--- src/hdl/nccl_pkg.sv ---
// ----------------------------------------------------------------------------
// Nearest crystal classifier package
// Widths, command and status codes, and the beat carried along the cell chain.
// ----------------------------------------------------------------------------
`timescale 1ns / 1ps

package nccl_pkg;

   localparam int NUM_CRYSTALS_DEF = 64;
   localparam int COORD_W          = 16;
   localparam int INDEX_W          = 6;
   localparam int SQ_W             = 32;
   localparam int DIST_W           = 33;
   localparam int INDEX_CMP_W      = 9;

   localparam logic signed [COORD_W-1:0] ONE_Q14     = 16'sd16384;
   localparam logic signed [COORD_W-1:0] NEG_ONE_Q14 = -16'sd16384;

   localparam logic CMD_CLASSIFY = 1'b0;
   localparam logic CMD_LOAD     = 1'b1;

   localparam logic STATUS_MATCH = 1'b0;
   localparam logic STATUS_RANGE = 1'b1;

   typedef struct packed {
      logic                      valid;
      logic                      oor;
      logic signed [COORD_W-1:0] ex;
      logic signed [COORD_W-1:0] ey;
      logic [DIST_W-1:0]         best_d;
   } beat_type;

endpackage

--- src/hdl/nccl_cell.sv ---
// ----------------------------------------------------------------------------
// Nearest crystal classifier cell
// Holds one crystal centre and updates the running nearest match in two stages.
// ----------------------------------------------------------------------------
`timescale 1ns / 1ps

module nccl_cell import nccl_pkg::*; #(
   parameter int NUM_CRYSTALS = NUM_CRYSTALS_DEF,
   parameter int CELL_INDEX   = 0
) (
   input  logic                              clock,
   input  logic                              reset,
   input  logic                              advance,
   input  logic                              load_en,
   input  logic signed [COORD_W-1:0]         load_x,
   input  logic signed [COORD_W-1:0]         load_y,
   input  beat_type                          beat_in,
   input  logic [$clog2(NUM_CRYSTALS)-1:0]   best_k_in,
   output beat_type                          beat_out,
   output logic [$clog2(NUM_CRYSTALS)-1:0]   best_k_out
);

   localparam int IDX_W = $clog2(NUM_CRYSTALS);
   localparam logic [IDX_W-1:0] OWN_INDEX = IDX_W'(CELL_INDEX);

   logic signed [COORD_W-1:0] cx_ff;
   logic signed [COORD_W-1:0] cy_ff;
   logic signed [COORD_W:0]   dx;
   logic signed [COORD_W:0]   dy;
   logic [COORD_W-1:0]        mx;
   logic [COORD_W-1:0]        my;

   logic                      a_valid_ff;
   beat_type                  a_beat_ff;
   logic [IDX_W-1:0]          a_best_k_ff;
   logic [SQ_W-1:0]           sqx_ff;
   logic [SQ_W-1:0]           sqy_ff;

   logic [DIST_W-1:0]         dist_sum;
   logic                      take;
   beat_type                  b_beat_in;
   logic [IDX_W-1:0]          b_best_k_in;
   logic                      b_valid_ff;
   beat_type                  b_beat_ff;
   logic [IDX_W-1:0]          b_best_k_ff;

   always_ff @(posedge clock) begin
      if (load_en) begin
         cx_ff <= load_x;
         cy_ff <= load_y;
      end
   end

   always_comb begin
      dx = {cx_ff[COORD_W-1], cx_ff} - {beat_in.ex[COORD_W-1], beat_in.ex};
      dy = {cy_ff[COORD_W-1], cy_ff} - {beat_in.ey[COORD_W-1], beat_in.ey};
      mx = dx[COORD_W] ? COORD_W'(-dx) : dx[COORD_W-1:0];
      my = dy[COORD_W] ? COORD_W'(-dy) : dy[COORD_W-1:0];
   end

   always_ff @(posedge clock) begin
      if (reset) begin
         a_valid_ff <= 1'b0;
      end else if (advance) begin
         a_valid_ff <= beat_in.valid;
      end
   end

   always_ff @(posedge clock) begin
      if (advance) begin
         a_beat_ff   <= beat_in;
         a_best_k_ff <= best_k_in;
         sqx_ff      <= mx * mx;
         sqy_ff      <= my * my;
      end
   end

   always_comb begin
      dist_sum    = {1'b0, sqx_ff} + {1'b0, sqy_ff};
      take        = (CELL_INDEX == 0) || (dist_sum < a_beat_ff.best_d);
      b_beat_in   = a_beat_ff;
      b_best_k_in = a_best_k_ff;
      if (take) begin
         b_beat_in.best_d = dist_sum;
         b_best_k_in      = OWN_INDEX;
      end
   end

   always_ff @(posedge clock) begin
      if (reset) begin
         b_valid_ff <= 1'b0;
      end else if (advance) begin
         b_valid_ff <= a_valid_ff;
      end
   end

   always_ff @(posedge clock) begin
      if (advance) begin
         b_beat_ff   <= b_beat_in;
         b_best_k_ff <= b_best_k_in;
      end
   end

   always_comb begin
      beat_out       = b_beat_ff;
      beat_out.valid = b_valid_ff;
      best_k_out     = b_best_k_ff;
   end

endmodule

--- config.mk ---
export PLATFORM = sky130hd
export DESIGN_NAME = nccl_cell
export DESIGN_NICKNAME = d
export VERILOG_FILES = /design/src/hdl/nccl_pkg.sv /design/src/hdl/nccl_cell.sv
export SDC_FILE = /design/constraint.sdc
export NUM_CORES = 1
export LEC_CHECK = 0
export BUFFER_PORTS_ARGS = -buffer_cell sky130_fd_sc_hd__buf_2
export CORE_MARGIN = 8
export CORE_UTILIZATION = 46
export DETAILED_ROUTE_END_ITERATION = 16
export PLACE_DENSITY = 0.69
export RECOVER_POWER = 25
export SYNTH_ARGS = -nofsm -noshare
export SYNTH_HDL_FRONTEND = slang
export SYNTH_SLANG_ARGS = --single-unit
--- constraint.sdc ---
create_clock -name clock -period 13.4 [get_ports clock]
set_input_delay 0.67 -clock clock [delete_from_list [all_inputs] [get_ports clock]]
set_output_delay 0.67 -clock clock [all_outputs]
set_load 0.05 [all_outputs]
### After elaboration in Yosys (flattened, before gate mapping)

Index checks and enable logic that the tools add are counted.

| storage, ports and cells | value |
|---|---|
| flip-flop bits (word level) | 197 |
| bits in latches | 0 |
| RAM bits | 0 |
| ROM bits | 0 |
| input port bits | 109 |
| output and inout port bits | 73 |
| logic and storage cells | 22 |
| memories kept | 0 |

| operators by class | value |
|---|---|
| $add $sub $neg | 5 |
| $mul | 2 |
| div/mod/pow operators | 0 |
| order comparisons | 0 |
| equal/unequal tests | 0 |
| shift operators | 0 |
| mux-type cells | 2 |
| bitwise operators | 0 |
| reductions and logical operators | 0 |

Operator list:

| kind | number |
|---|---|
| multiplier 16 x 16 -> 32 bit | 2 |
| subtractor 16 x 16 -> 17 bit | 2 |
| adder 32 x 32 -> 33 bit | 1 |
| 2-to-1 mux 16 bit | 2 |
| negation 16 bit | 2 |

### Depth between registers and ports, before layout

| logic depth | value |
|---|---|
| depth after elaboration | 4 |
| depth in mapped cells | 40 |
| gate-level depth less buffers | 37 |

### Worst setup path before layout

Ideal clock, no wire load.

| timing | value |
|---|---|
| kind | in2reg |
| start point | input port beat_in[49] in the netlist's numbering |
| end point | register sqx_ff[31], data pin |
| setup time | 0.262 ns |
| arrival time | 8.963 ns |
| data required time | 13.138 ns |
| setup slack | 4.175 ns |
| stages on the path | 33 |
| path buffers | 2 |
| cell sequence | ha_1 fa_1 nand2b_1 a211o_1 a21oi_1 xnor2_1 or3b_4 nor3_4 a31oi_1 xor2_2 inv_2 buf_4 nand2_1 fa_1 fa_1 inv_1 fa_1 fa_1 fa_1 inv_1 fa_1 inv_1 ha_1 clkbuf_1 and4_1 nand3_1 o311ai_1 a21oi_1 a211oi_1 a221oi_1 o21ai_1 xor2_1 xnor2_1 |

| between the ends | value |
|---|---|
| cells in the longest elaborated chain, start to end | 4 |

RTL lines:

| item | RTL line | RTL |
|---|---|---|
| start, declared | nccl_cell.sv:17 | `input beat_type beat_in,` |
| subtractor 16 x 16 -> 17 bit * | nccl_cell.sv:55 | `dx = {cx_ff[COORD_W-1], cx_ff} - {beat_in.ex[COORD_W-1], beat_in.ex};` |
| negation 16 bit | nccl_cell.sv:57 | `mx = dx[COORD_W] ? COORD_W'(-dx) : dx[COORD_W-1:0];` |
| 2-to-1 mux 16 bit * | nccl_cell.sv:57 |  |
| multiplier 16 x 16 -> 32 bit * | nccl_cell.sv:73 | `sqx_ff <= mx * mx;` |
| end signal, assigned | nccl_cell.sv:73 |  |
| end, declared | nccl_cell.sv:36 | `logic [SQ_W-1:0] sqx_ff;` |

Mark *: on every way between the ends. The rest lies on a longest branch, timed or not.
A chain may end at the register's enable or synchronous reset.

### Worst setup path in the final report

| timing | value |
|---|---|
| start point | register cx_ff[0] |
| end point | register sqx_ff[31], data pin |

| between the ends | value |
|---|---|
| cells in the longest elaborated chain, start to end | 4 |

RTL lines:

| item | RTL line | RTL |
|---|---|---|
| start, declared | nccl_cell.sv:26 | `logic signed [COORD_W-1:0] cx_ff;` |
| start signal, assigned | nccl_cell.sv:49 | `cx_ff <= load_x;` |
| subtractor 16 x 16 -> 17 bit * | nccl_cell.sv:55 |  |
| negation 16 bit | nccl_cell.sv:57 |  |
| 2-to-1 mux 16 bit * | nccl_cell.sv:57 |  |
| multiplier 16 x 16 -> 32 bit * | nccl_cell.sv:73 |  |

Marked as above.

==> impl_metrics.toml <==
[routing]
postRouteWirelength_um = 51700
detail-route-antenna-nets = 0
dr.first_iter.drc_count = 870
firstDrtPassIters = 7
vias_per_cell = 5.23
vias = 16500
wl_per_cell_um = 16.4
drt_drc_violations_left = 0

[floorplan]
start_util_pct = 46.3
ios = 182
chipWidth_um = 243
die_area_sq_mm = 0.0591
coreArea_sq_mm = 0.0512
fp.dieH_um = 243
rows = 83

[clock_tree]
post_cts_resized = 0
clk_path_buf_depth = 2
cts_tree = "built"
cts-root-buf = "clkbuf_16"
clk_latency_ns = 0.47
postCtsHoldBufs = 0
cts_setup_buffers = 0
clk_pin_slew_worst_paths_ns = 0.08
cts_buffers = 17
cts-htree-levels = 4
clock_sinks = 195

[global_route]
grtUsageMet2_pct = 30.0
grt_most_used_layer = "met2"
antenna_found_initial = 1
met3_usage_pct = 4.41
grt_pass1_vias = 17900
grt_usage_pct = 17.8
grt_pass1_wl_um = 85900
grtUsageMet1_pct = 22.7
overflow = 0
grt_max_degree = 86

[cells_and_area]
area_growth_pct = 8.55
drive_above_1_share_pct = 8.79
diodes = 0
postLayoutCoreUtil_pct = 50.3
final_net_count = 3148

[sta]
worst_slew_pin_slew_ns = 4.82
max_slew_margin_pct = -221
slew_violations = 119
finalCriticalPeriod_ns = 10.60
worst_clock_skew_ns = 0.0143
fin_tns_setup_ns = 0
rsz0062_at_grt = "no"
fin_crit_sh_pct = 79.1
setup_viol = 0
fmax_mhz = 94.4
report.final.hold_viol_count = 0

[setup_path]
critPathMostFrequentCell = "fa_1"
path_class = "reg -> reg"
max_stage_delay_ns = 1.02
critPathCaptureType = "register"
start_kind = "register"
reg2reg_to = "sqx_ff[31]"
cp_top_family = "adder cells"
r2r_slack_ns = 2.80
r2r-start = "cx_ff[0]"
r2r_cells = 29
worstPathArrival_ns = 10.80
slowest_stage = "xnor2_1"
worstPathRequired_ns = 13.60
path_max_fanout = 19
crit_buf_inv = 2

[synth]
netlist_instances = 2323
yosysWarnings = 0
syn_area_sq_mm = 0.0237
synth_top_area_share_pct = 27.5
ys_types = 95
async_flop_share_pct = 0
avgSynthCellArea_sq_um = 10.2
synth_commonest_cells = "inv_1 (514), fa_1 (326), ha_1 (258)"
synth-seq-cells = 195
ys_top_cells_by_area = "fa_1 (28%), edfxtp_1 (24%), ha_1 (14%), inv_1 (8.1%), nor2_1 (3.5%)"
yosysMostFrequentCell = "inv_1"
synth-edff-count = 193
synth-seq-area-share_pct = 24.6
synth_ff_type = "edfxtp_1"
synth_top_cell_by_area = "fa_1"

[place]
port-buffer-count = 136
globalplace.congestion = 0.902
dp.final_hpwl_um = 42200

[run_status]
violations = "max-capacitance violations, max-slew violations"
outcome = "complete, but fails checks"

[min_path]
holdCritStartpoint = "reset"
whs_endpoint = "b_valid_ff"
hold_depth = 2
hp-class = "in -> reg"

[job]
maxCapViolations = 2
==> worst register-to-register path: cells and delay by family (launching register included) <==
family          cells  cell delay (ns)
buf+inv             2             0.09
fa+ha+maj           9             4.03
compound gates     10             3.49
simple gates        5             1.11
xor+xnor            3             1.30
flops               1             0.33
==> per-layer routing <==
layer / up-vias / routed length, um
li1: 7725 / -
met1: 8165 / 22100
met2: 515 / 24800
met3: 57 / 4010
met4: 0 / 822
met5: - / 0
==> kinds of logic after synthesis <==
group	Yosys count	synth area share, %
other	1	0.0158
flip-flops	195	24.6
AO/OA/AOI/OAI	310	9.25
XOR/XNOR	140	5.62
adder cells (fa/ha/maj)	584	41.1
multiplexers	6	0.264
buffers and inverters	570	9.27
AND/OR/NAND/NOR	517	9.86
==> worst max path at each step <==
stage / start / to / slack (ns) / cells past startpoint
3_3_place_gp: beat_in[49] / sqx_ff[31] / 2.63 / 31
5_1_grt: cx_ff[0] / sqx_ff[31] / 2.07 / 29
6_report: cx_ff[0] / sqx_ff[31] / 2.80 / 29
2_1_floorplan: beat_in[49] / sqx_ff[31] / 4.18 / 33
4_1_cts: cx_ff[0] / sqx_ff[31] / 2.94 / 29
3_5_place_dp: beat_in[49] / sqx_ff[30] / 2.53 / 33
==> stage by stage <==
step / hold WS, ns / cell area [sq um] / worst slack [ns] / instances
final: 0.364 / 25700 / 2.80 / 3148
after CTS: 0.334 / 25800 / 2.94 / 3148
after global placement: 0.401 / 25200 / 2.63 / 3116
after global routing: 0.349 / 25700 / 2.07 / 3148
after floorplan: 0.400 / 23700 / 4.18 / 2328
after detailed placement: 0.405 / 25200 / 2.53 / 3116
==> cell type report <==
class,count,area [sq um]
fillers,4658,25400
inverters,526,1970
multi-input cells,1563,15700
repair buffers,152,768
flip-flops and latches,195,5840
clock inverters,15,174
well taps,680,851
clock buffers,17,425
==> placed cells by master, fill, tap and decap left out, types with 4 or more instances in the layout <==
cell	netlist	layout
buf_2	14	110
clkbuf_1	20	26
inv_1	514	514
or2_2	6	6
nor2b_1	16	16
o21bai_1	13	13
nand2_1	143	143
buf_4	9	16
and4_1	4	4
a21oi_1	87	87
conb_1	1	6
xor2_1	39	39
o21ai_0	33	33
o21a_1	16	16
xnor2_2	8	10
nor3_1	23	23
a21o_1	58	58
edfxtp_1	193	193
nor3b_1	4	4
nand4_1	5	5
a31oi_1	16	16
a211oi_1	11	11
nand3_1	21	21
a2111oi_0	4	4
ha_1	258	258
o211ai_1	4	4
xnor2_1	89	87
fa_1	326	326
and3_1	5	5
nor2_1	220	220
a31o_2	4	4
and2_1	6	6
mux2i_1	4	4
a211o_1	4	4
o31ai_1	7	7
inv_2	11	11
or3_1	6	6
nand2b_1	35	35
clkbuf_16	0	17
==> flip-flops by register name (all words and copies together), names as in the netlist <==
register,flops
a_valid_ff,1
beat_out,66
cx_ff,16
b_valid_ff,1
cy_ff,16
sqx_ff,31
sqy_ff,31
a_beat_ff,33
Power is left out: the tool's default activity adds up to more than one toggle a clock period on the data nets, which glitch-free logic cannot reach.
